`src/design/tpu_pkg.sv`:
```
`default_nettype none
// ----------------------------------------------------------------------------
// tpu_pkg
// Shared types and constants of the tracker pattern unpacker: event kinds,
// the packed event record, command codes and register addresses.
// ----------------------------------------------------------------------------
package tpu_pkg;

  typedef enum logic [3:0] {
    EV_NOTE       = 4'd0,
    EV_KEYOFF     = 4'd1,
    EV_INSTRUMENT = 4'd2,
    EV_VOLUME     = 4'd3,
    EV_PAN        = 4'd4,
    EV_NOTE_DELAY = 4'd5,
    EV_EFFECT     = 4'd6,
    EV_PORTAMENTO = 4'd7,
    EV_DONE       = 4'd8
  } event_kind_t;

  // packed from the lowest bit: kind, row, channel, value, effect_parameter
  typedef struct packed {
    logic [7:0]  effect_parameter;
    logic [7:0]  value;
    logic [4:0]  channel;
    logic [5:0]  row;
    event_kind_t kind;
  } event_t;

  localparam int EVENT_W = $bits(event_t);
  localparam int KIND_W  = $bits(event_kind_t);
  // the kind travels as tuser, the rest of the record as tdata
  localparam int EVENT_TDATA_W = ((EVENT_W - KIND_W + 7) / 8) * 8;

  localparam logic [7:0] SKIP_ROW_BYTE      = 8'hff;
  localparam logic [5:0] CMD_TONE_PORTA     = 6'h03;
  localparam logic [5:0] CMD_TONE_PORTA_VOL = 6'h05;
  localparam logic [5:0] CMD_PAN            = 6'h08;
  localparam logic [5:0] CMD_VOLUME         = 6'h0c;
  localparam logic [5:0] CMD_EXTENDED       = 6'h0e;
  localparam logic [5:0] CMD_TONE_PORTA_ALT = 6'h15;
  localparam logic [3:0] EXT_NOTE_DELAY     = 4'hd;

  localparam logic [7:0] NOTE_OFFSET_RESET = 8'd24;

  // register select is address bit 2
  localparam logic REG_NOTE_OFFSET = 1'b0;
  localparam logic REG_KEYOFF      = 1'b1;

  function automatic event_t make_event(
    input event_kind_t kind,
    input logic [5:0]  row,
    input logic [4:0]  channel,
    input logic [7:0]  value,
    input logic [7:0]  effect_parameter
  );
    event_t e;
    e.kind             = kind;
    e.row              = row;
    e.channel          = channel;
    e.value            = value;
    e.effect_parameter = effect_parameter;
    return e;
  endfunction

endpackage
`default_nettype wire

```
`src/design/tracker_pattern_unpacker_unit.sv`:
```
`default_nettype none
// ----------------------------------------------------------------------------
// tracker_pattern_unpacker_unit
// Unpacks packed tracker pattern bytes into row/channel tagged cell events.
// ----------------------------------------------------------------------------
// One pattern byte is parsed per cycle as long as the output takes the events
// of the byte before: the parse state and the per-channel effect counters
// update at the edge that takes the byte, and its zero to three events land
// together in a three-slot result register that drains one event per cycle
// while m_axis_tready is high. The next byte is taken in the same cycle as the
// last event of the previous one. Assert tuser with the first byte of each
// pattern.
module tracker_pattern_unpacker_unit #(
  parameter int ROWS             = 64,
  parameter int CHANNELS         = 32,
  parameter int EFFECTS_PER_CELL = 4,
  parameter int LENGTH_BITS      = 16
) (
  input  wire logic                                  clk,
  input  wire logic                                  rst,
  input  wire logic                                  s_axis_tvalid,
  output logic                                       s_axis_tready,
  // pattern_length, data_byte
  input  wire logic [((LENGTH_BITS + 15) / 8) * 8 - 1:0] s_axis_tdata,
  // start_req
  input  wire logic                                  s_axis_tuser,
  output logic                                       m_axis_tvalid,
  input  wire logic                                  m_axis_tready,
  // row, channel, value, effect_parameter
  output logic [tpu_pkg::EVENT_TDATA_W-1:0]          m_axis_tdata,
  // event_kind
  output logic [tpu_pkg::KIND_W-1:0]                 m_axis_tuser,
  output logic                                       m_axis_tlast,
  input  wire logic                                  psel,
  input  wire logic                                  penable,
  input  wire logic                                  pwrite,
  input  wire logic [2:0]                            paddr,
  input  wire logic [31:0]                           pwdata,
  output logic [31:0]                                prdata,
  output logic                                       pready
);

  localparam int RowW = $clog2(ROWS + 1);
  localparam int FxW  = $clog2(EFFECTS_PER_CELL + 1);
  localparam int ChW  = (CHANNELS > 1) ? $clog2(CHANNELS) : 1;
  localparam logic [RowW-1:0] RowLimit = RowW'(ROWS);
  localparam logic [RowW-1:0] RowLast  = RowW'(ROWS - 1);
  localparam logic [FxW-1:0]  FxLimit  = FxW'(EFFECTS_PER_CELL);
  localparam logic [5:0]      ChLimit  = 6'(CHANNELS);
  localparam logic [LENGTH_BITS+1:0] LenThree = (LENGTH_BITS + 2)'(3);

  typedef enum logic [2:0] {
    PH_HEAD  = 3'd0,
    PH_FIRST = 3'd1,
    PH_INSTR = 3'd2,
    PH_CMD   = 3'd3,
    PH_PARAM = 3'd4,
    PH_IDLE  = 3'd5
  } phase_t;

  // configuration
  logic [7:0] note_offset;
  logic       keyoff_on_note_one;

  // parse state
  phase_t                 phase;
  logic [7:0]             header_byte;
  logic [7:0]             held_byte;
  logic [RowW-1:0]        current_row;
  logic [LENGTH_BITS-1:0] bytes_seen;
  logic [LENGTH_BITS-1:0] bytes_total;
  logic                   finished;
  logic [FxW-1:0]         effects_in_cell [CHANNELS];

  // result register
  tpu_pkg::event_t ev_q [3];
  logic [1:0]      ev_cnt;
  logic [1:0]      ev_idx;
  tpu_pkg::event_t ev_out;

  logic                   start_req;
  logic [LENGTH_BITS-1:0] pattern_length;
  logic [7:0]             data_byte;
  logic                   s_acc;
  logic                   m_acc;
  logic                   out_last;

  phase_t                 eff_phase;
  logic [7:0]             eff_header;
  logic [7:0]             eff_held;
  logic [RowW-1:0]        eff_row;
  logic [LENGTH_BITS-1:0] eff_seen;
  logic [LENGTH_BITS-1:0] eff_total;
  logic                   eff_finished;
  logic [FxW-1:0]         eff_fx;
  logic [ChW-1:0]         ch_idx;
  logic                   live;
  logic                   active;
  logic [LENGTH_BITS-1:0] seen_inc;
  logic [6:0]             note_num;
  logic [5:0]             cmd;

  phase_t                 phase_next;
  logic [7:0]             header_byte_next;
  logic [7:0]             held_byte_next;
  logic [RowW-1:0]        current_row_next;
  logic [LENGTH_BITS-1:0] bytes_seen_next;
  logic                   finished_next;
  logic                   adv;
  logic                   fx_inc;
  logic                   do_cmd;
  logic                   do_end;
  tpu_pkg::event_t        cand [3];
  logic [2:0]             cand_v;
  tpu_pkg::event_t        ev_next [3];
  logic [1:0]             ev_cnt_next;

  assign start_req      = s_axis_tuser;
  assign pattern_length = s_axis_tdata[LENGTH_BITS-1:0];
  assign data_byte      = s_axis_tdata[LENGTH_BITS+7:LENGTH_BITS];

  assign ev_out        = ev_q[ev_idx];
  assign out_last      = (ev_idx == (ev_cnt - 2'd1));
  assign m_axis_tvalid = (ev_cnt != 2'd0);
  assign m_axis_tlast  = out_last;
  assign m_axis_tuser  = ev_out.kind;
  assign m_axis_tdata  = tpu_pkg::EVENT_TDATA_W'(ev_out[tpu_pkg::EVENT_W-1:tpu_pkg::KIND_W]);
  assign m_acc         = m_axis_tvalid && m_axis_tready;
  assign s_axis_tready = (ev_cnt == 2'd0) || (m_acc && out_last);
  assign s_acc         = s_axis_tvalid && s_axis_tready;

  assign pready = 1'b1;
  assign prdata = (paddr[2] == tpu_pkg::REG_KEYOFF) ? {31'd0, keyoff_on_note_one}
                                                     : {24'd0, note_offset};

  always_comb begin
    eff_phase    = start_req ? PH_HEAD : phase;
    eff_header   = start_req ? 8'd0 : header_byte;
    eff_held     = start_req ? 8'd0 : held_byte;
    eff_row      = start_req ? '0 : current_row;
    eff_seen     = start_req ? '0 : bytes_seen;
    eff_total    = start_req ? pattern_length : bytes_total;
    eff_finished = start_req ? 1'b0 : finished;
    ch_idx       = eff_header[ChW-1:0];
    eff_fx       = start_req ? '0 : effects_in_cell[ch_idx];
    live         = !eff_header[5] && ({1'b0, eff_header[4:0]} < ChLimit);
    active       = !eff_finished && (eff_seen < eff_total);
    seen_inc     = eff_seen + LENGTH_BITS'(1);
    note_num     = eff_held[6:0];
    cmd          = eff_held[5:0];

    phase_next       = eff_phase;
    header_byte_next = eff_header;
    held_byte_next   = eff_held;
    bytes_seen_next  = eff_seen;
    finished_next    = eff_finished;
    adv              = 1'b0;
    fx_inc           = 1'b0;
    do_cmd           = 1'b0;
    do_end           = 1'b0;
    cand_v           = 3'b000;
    for (int i = 0; i < 3; i++) begin
      cand[i] = '0;
    end

    if (active) begin
      case (eff_phase)
        PH_HEAD: begin
          if (({2'b00, eff_total} < ({2'b00, eff_seen} + LenThree)) ||
              (eff_row >= RowLimit)) begin
            phase_next = PH_IDLE;
          end else if (data_byte == tpu_pkg::SKIP_ROW_BYTE) begin
            adv = 1'b1;
          end else begin
            header_byte_next = data_byte;
            phase_next       = PH_FIRST;
          end
        end
        PH_FIRST: begin
          if (eff_header[6]) begin
            do_cmd = 1'b1;
          end else begin
            held_byte_next = data_byte;
            phase_next     = PH_INSTR;
          end
        end
        PH_INSTR: begin
          if (live) begin
            if (note_num != 7'd0) begin
              cand_v[0] = 1'b1;
              if (keyoff_on_note_one && (note_num == 7'd1)) begin
                cand[0] = tpu_pkg::make_event(tpu_pkg::EV_KEYOFF, 6'(eff_row),
                                              eff_header[4:0], 8'd0, 8'd0);
              end else begin
                cand[0] = tpu_pkg::make_event(tpu_pkg::EV_NOTE, 6'(eff_row),
                                              eff_header[4:0],
                                              {1'b0, note_num} + note_offset, 8'd0);
              end
            end
            cand_v[1] = 1'b1;
            cand[1]   = tpu_pkg::make_event(tpu_pkg::EV_INSTRUMENT, 6'(eff_row),
                                            eff_header[4:0], data_byte, 8'd0);
          end
          if (eff_held[7]) begin
            phase_next = PH_CMD;
          end else begin
            do_end = 1'b1;
          end
        end
        PH_CMD: begin
          do_cmd = 1'b1;
        end
        PH_PARAM: begin
          if (live) begin
            if ((cmd == tpu_pkg::CMD_PAN) && (data_byte[7:4] == 4'h0)) begin
              cand_v[0] = 1'b1;
              cand[0]   = tpu_pkg::make_event(tpu_pkg::EV_PAN, 6'(eff_row),
                                              eff_header[4:0], data_byte, 8'd0);
            end else if (cmd == tpu_pkg::CMD_VOLUME) begin
              cand_v[0] = 1'b1;
              cand[0]   = tpu_pkg::make_event(tpu_pkg::EV_VOLUME, 6'(eff_row),
                                              eff_header[4:0], data_byte, 8'd0);
            end else if ((cmd == tpu_pkg::CMD_EXTENDED) &&
                         (data_byte[7:4] == tpu_pkg::EXT_NOTE_DELAY)) begin
              cand_v[0] = 1'b1;
              cand[0]   = tpu_pkg::make_event(tpu_pkg::EV_NOTE_DELAY, 6'(eff_row),
                                              eff_header[4:0], {4'h0, data_byte[3:0]},
                                              8'd0);
            end else if (eff_fx < FxLimit) begin
              fx_inc    = 1'b1;
              cand_v[0] = 1'b1;
              cand[0]   = tpu_pkg::make_event(tpu_pkg::EV_EFFECT, 6'(eff_row),
                                              eff_header[4:0], {2'b00, cmd}, data_byte);
            end
            if ((cmd == tpu_pkg::CMD_TONE_PORTA) || (cmd == tpu_pkg::CMD_TONE_PORTA_VOL) ||
                (cmd == tpu_pkg::CMD_TONE_PORTA_ALT)) begin
              cand_v[1] = 1'b1;
              cand[1]   = tpu_pkg::make_event(tpu_pkg::EV_PORTAMENTO, 6'(eff_row),
                                              eff_header[4:0], 8'd0, 8'd0);
            end
          end
          if (eff_held[7]) begin
            phase_next = PH_CMD;
          end else begin
            do_end = 1'b1;
          end
        end
        default: begin
        end
      endcase

      if (do_cmd) begin
        held_byte_next = data_byte;
        if (data_byte[6]) begin
          if (live) begin
            cand_v[0] = 1'b1;
            cand[0]   = tpu_pkg::make_event(tpu_pkg::EV_VOLUME, 6'(eff_row),
                                            eff_header[4:0], {data_byte[5:0], 1'b0}, 8'd0);
          end
          if (data_byte[7]) begin
            phase_next = PH_CMD;
          end else begin
            do_end = 1'b1;
          end
        end else begin
          phase_next = PH_PARAM;
        end
      end

      if (do_end) begin
        adv        = eff_header[7];
        phase_next = PH_HEAD;
      end
    end

    current_row_next = adv ? (eff_row + RowW'(1)) : eff_row;

    if (active) begin
      bytes_seen_next = seen_inc;
      if (seen_inc == eff_total) begin
        finished_next = 1'b1;
        cand_v[2]     = 1'b1;
        cand[2]       = tpu_pkg::make_event(tpu_pkg::EV_DONE,
                          6'((current_row_next < RowLimit) ? current_row_next : RowLast),
                          5'd0, 8'd0, 8'd0);
      end
    end

    ev_cnt_next = 2'd0;
    for (int i = 0; i < 3; i++) begin
      ev_next[i] = '0;
    end
    for (int i = 0; i < 3; i++) begin
      if (cand_v[i]) begin
        ev_next[ev_cnt_next] = cand[i];
        ev_cnt_next          = ev_cnt_next + 2'd1;
      end
    end
  end

  always_ff @(posedge clk) begin
    if (rst) begin
      note_offset        <= tpu_pkg::NOTE_OFFSET_RESET;
      keyoff_on_note_one <= 1'b0;
    end else if (psel && penable && pwrite && pready) begin
      if (paddr[2] == tpu_pkg::REG_NOTE_OFFSET) begin
        note_offset <= pwdata[7:0];
      end else begin
        keyoff_on_note_one <= pwdata[0];
      end
    end
  end

  always_ff @(posedge clk) begin
    if (rst) begin
      phase       <= PH_HEAD;
      header_byte <= 8'd0;
      held_byte   <= 8'd0;
      current_row <= '0;
      bytes_seen  <= '0;
      bytes_total <= '0;
      finished    <= 1'b0;
      for (int i = 0; i < CHANNELS; i++) begin
        effects_in_cell[i] <= '0;
      end
    end else if (s_acc) begin
      phase       <= phase_next;
      header_byte <= header_byte_next;
      held_byte   <= held_byte_next;
      current_row <= current_row_next;
      bytes_seen  <= bytes_seen_next;
      bytes_total <= eff_total;
      finished    <= finished_next;
      if (start_req || adv) begin
        for (int i = 0; i < CHANNELS; i++) begin
          effects_in_cell[i] <= '0;
        end
      end else if (fx_inc) begin
        effects_in_cell[ch_idx] <= eff_fx + FxW'(1);
      end
    end
  end

  always_ff @(posedge clk) begin
    if (rst) begin
      ev_cnt <= 2'd0;
      ev_idx <= 2'd0;
    end else if (s_acc) begin
      ev_cnt <= ev_cnt_next;
      ev_idx <= 2'd0;
    end else if (m_acc) begin
      if (out_last) begin
        ev_cnt <= 2'd0;
        ev_idx <= 2'd0;
      end else begin
        ev_idx <= ev_idx + 2'd1;
      end
    end
  end

  always_ff @(posedge clk) begin
    if (s_acc) begin
      for (int i = 0; i < 3; i++) begin
        ev_q[i] <= ev_next[i];
      end
    end
  end

  a_idx_in_range: assert property (@(posedge clk) disable iff (rst)
    (ev_cnt != 2'd0) |-> (ev_idx < ev_cnt))
    else $error("result index beyond result count");

  a_accept_only_when_drained: assert property (@(posedge clk) disable iff (rst)
    (s_acc && (ev_cnt != 2'd0)) |-> (m_acc && out_last))
    else $error("byte taken while results still pending");

  a_done_is_last: assert property (@(posedge clk) disable iff (rst)
    (m_axis_tvalid && (ev_q[ev_idx].kind == tpu_pkg::EV_DONE)) |-> m_axis_tlast)
    else $error("done event not last of its byte");

  a_finished_holds: assert property (@(posedge clk) disable iff (rst)
    (finished && !(s_acc && start_req)) |=> finished)
    else $error("finished flag dropped without a new pattern");

  a_row_bounded: assert property (@(posedge clk) disable iff (rst)
    current_row <= RowLimit)
    else $error("row counter beyond row limit");

endmodule
`default_nettype wire

```
`config.mk`:
```
export PLATFORM = sky130hd
export DESIGN_NAME = tracker_pattern_unpacker_unit
export DESIGN_NICKNAME = d
export VERILOG_FILES = /design/src/design/tpu_pkg.sv /design/src/design/tracker_pattern_unpacker_unit.sv
export SDC_FILE = /design/constraint.sdc
export NUM_CORES = 1
export LEC_CHECK = 0
export BUFFER_PORTS_ARGS = -buffer_cell sky130_fd_sc_hd__buf_2
export CORE_AREA = 2 2 178 180
export CTS_CLUSTER_DIAMETER = 100
export CTS_CLUSTER_SIZE = 40
export DETAILED_ROUTE_END_ITERATION = 16
export DIE_AREA = 0 0 180 182
export PLACE_DENSITY_LB_ADDON = 0.2
export SYNTH_ARGS = -nofsm -noshare
export SYNTH_HDL_FRONTEND = slang
export SYNTH_SLANG_ARGS = --single-unit
```
`constraint.sdc`:
```
create_clock -name clk -period 6.6 [get_ports clk]
set_input_delay 0.66 -clock clk [delete_from_list [all_inputs] [get_ports clk]]
set_output_delay 0.66 -clock clk [all_outputs]
set_load 0.01 [all_outputs]
```
==> impl_results.md <==
- Status: finished clean
- Worst hold slack: 0.3669 ns
- R2R setup slack: around 1.1 ns
- Area grow syn2layout: 6.493%
- Inserted Diodes: 0
- Latest clock arrival within the worst-skew pair: a little over 0.5 ns
- Full die area: 32,760 µm²
- I/O Buffers: just over 80
- Setup CP Type: flip-flop to flip-flop
- Layout Nets: 1,660
- Setup_tns: 0 ns
- Maxcap violations: 0
- Count of cell types in the netlist: 95
- Leakage: 5.541 nW
- Worst-Margin Slew: 1.248 ns
- CTS tree: done
- Max Freq: around 180 MHz
- GR Util All Layers: 0.2248
- Most frequent cell after synthesis: nor2_1
- DR WL/cell: between 15 and 20 µm
- Hold depth: 2
- Starting Density: 0.4634
- Hold buffers post-CTS: 0
- Dpl hpwl: 26.11 mm
- Clock transition at path regs: about 0.11 ns
- Synth area leader: edfxtp_1
- Avg Inst Size Synth: around 9.3 µm²
- Final wirelength: 37.72 mm
- Period utilization: 0.8355
- Die Y: ~180 µm
- CTS root buf: clkbuf_16
- Final min period: around 5.5 ns
- CP Launch Type: flip-flop
- Worst R2R End: effects_in_cell[9][1]
- # setup viols final: 0
- DRC: 0
- EDFF count, synth: ~160
- Post-synth ARST share: 0
- Global-route wire length before repair: between 50 and 60 mm
- RSZ-0062 raised after global routing: false
- Vias: 11.60k
- Worst Hold Launch: pwdata[3]
- Die width: between 150 and 200 µm
- Initial drt markers: ~970
- Pin count of the biggest net entering global routing: between 70 and 80
- Antenna violations before repair: 0
- Routability cong.: 0.8915
- Worst Hold End: note_offset[3]
- Site Rows: 65
- # H-tree levels: 1
- Post-DRT Antenna Nets: 0
- Synth Cell Area: about 14,000 µm²
- Worst Skew: about 0.032 ns
- Synth top area share: 0.3263
- Num CTS Buffers: 12
- Syn Inst Count: about 1.5k
- Worst Path Max Fanout: 33
- Synth warnings: 0
- Ys flop type: edfxtp_1
- Vias/cell: approximately 5.9
- Worst hold path type: input port to flip-flop
- Synth area leaders: edfxtp_1 (33%), dfxtp_1 (10%), nor2_1 (5.5%)
- Register area share after synthesis: 0.4295
- Max transition margin: 0.1680
- DRT Pass-1 Iters: 6
- Vias in the first global route: ~11k
- Peak supply drop: 180.2 µV
- Layout cells sized above 1: 0.1226
- Arr. time, crit path: 5.66 ns
- Remaining global-route overflow: 0
- Worst r2r src: bytes_seen[1]
- Core area: approximately 31,000 µm²
- Crit. End Element: flip-flop
- Clock sink count: 230
- Pwr/cell area: approximately 190 nW/µm²
- Hold Vio Cnt, Final: 0
- Post-CTS Setup Bufs: 0
- Synthesized flop and latch total: 230
- I/O pin count: ~140
- Count of pins over their slew limit: 0
- CP required: a little under 7 ns
- Post-CTS Resized: 0
- Clock buffer depth: 3
- Worst r2r path cells: 14
- Top cells by count, synth: nor2_1 (209), edfxtp_1 (156), nand2_1 (103), o21ai_0 (101), clkbuf_1 (82)
-- area by class of cell --
| type | instances | area (µm²) |
|---|---|---|
| inverter | 48 | 182.7 |
| multi-input combinational | 1140 | 7400 |
| sequential | 230 | 6167 |
| clock inverter | 5 | 66.31 |
| timing repair buffer | 112 | 638.1 |
| fill | 2892 | 15700 |
| tap | 402 | 503.0 |
| clock buffer | 15 | 332.8 |
-- report_power, final --
group	leakage, nW	internal [mW]	switching [mW]	total [mW]
logic	3.10	0.153	0.290	0.443
registers	2.25	1.60	0.0400	1.64
clock network	0.194	0.382	0.498	0.881
total	5.54	2.14	0.828	2.96
-- flip-flops by register name, indices dropped and copies added, names as in the netlist, 3 cells and up, named ones only --
register         count
bytes_total         16
bytes_seen          16
current_row          7
header_byte          8
held_byte            8
note_offset          8
effects_in_cell     96
phase                3
ev_q                60
-- worst max path at each step --
| stage | start | to | slack (ns) |
|---|---|---|---|
| after floorplan | s_axis_tuser | effects_in_cell[4][0] | 0.69 |
| after global placement | s_axis_tuser | effects_in_cell[18][1] | 0.77 |
| after detailed placement | s_axis_tuser | effects_in_cell[4][2] | 0.68 |
| after CTS | bytes_seen[1] | effects_in_cell[9][1] | 1.10 |
| after global routing | bytes_seen[1] | effects_in_cell[14][2] | 0.72 |
| final | bytes_seen[1] | effects_in_cell[9][1] | 1.09 |
-- stage by stage --
stage                     cells  worst slack [ns]    util  power [mW]  instance area [µm²]
after floorplan            1565            0.6916       -       1.988                14460
after global placement     1932            0.7710  0.4806       2.103                14890
after detailed placement   1932            0.6844  0.4806       2.111                14890
after CTS                  1952             1.095  0.4934       2.982                15290
after global routing       1952            0.7213  0.4934       3.086                15290
final                      1952             1.086  0.4934       2.963                15290
-- layout by cell type, fill, tap and decap left out, types with 6 or more instances in the layout --
| cell | count |
|---|---|
| a22oi_1 | 20 |
| nor3_1 | 25 |
| mux2_2 | 18 |
| nand3_1 | 36 |
| and4_1 | 6 |
| conb_1 | 30 |
| nor2b_1 | 42 |
| nand2_1 | 103 |
| dfxtp_1 | 73 |
| mux2i_1 | 58 |
| o22ai_1 | 20 |
| a21boi_0 | 6 |
| o221ai_1 | 6 |
| nand3b_1 | 8 |
| xor2_1 | 18 |
| ha_1 | 48 |
| buf_2 | 81 |
| nor4_1 | 12 |
| nor2_1 | 209 |
| a31oi_1 | 10 |
| mux4_2 | 7 |
| a21oi_1 | 59 |
| clkbuf_16 | 13 |
| or3_1 | 8 |
| a21o_1 | 11 |
| o21ai_0 | 101 |
| a211oi_1 | 62 |
| nand2b_1 | 15 |
| and2_1 | 23 |
| nand4_1 | 16 |
| edfxtp_1 | 156 |
| buf_4 | 31 |
| xnor2_1 | 30 |
| inv_1 | 44 |
-- cells by family (layout without fill, tap and decap cells) --
logic type,after synthesis,count (layout),synth area share
XOR/XNOR,48,48,0.02928
AO/OA/AOI/OAI,375,375,0.1750
multiplexers,83,83,0.06553
flip-flops,230,230,0.4295
adder cells (fa/ha/maj),50,50,0.04392
other,2,30,0.0005231
buffers and inverters,195,180,0.06283
AND/OR/NAND/NOR,554,554,0.1935
-- worst max-delay path: stages, from the launching register on --
cell,delay (ns)
dfxtp_1,0.55
nor2b_1,0.28
inv_1,0.07
ha_1,0.28
nand4bb_1,0.21
or4_1,0.55
xor2_1,0.17
ha_1,0.29
a2111o_1,0.41
a211oi_1,0.36
a211o_1,0.30
a21oi_2,0.09
o21ai_1,0.15
and2b_1,0.98
o21ai_0,0.47
-- per-layer routing --
layer | vias to the layer above | global-route usage | wire (µm)
met5 | - | 0 | 0
met4 | 0 | 0.05659 | 742
li1 | 5586 | - | -
met3 | 50 | 0.02306 | 2427
met1 | 5556 | 0.3188 | 17330
met2 | 407 | 0.3690 | 17230
Note: power is estimated with default switching activity, not from simulation.
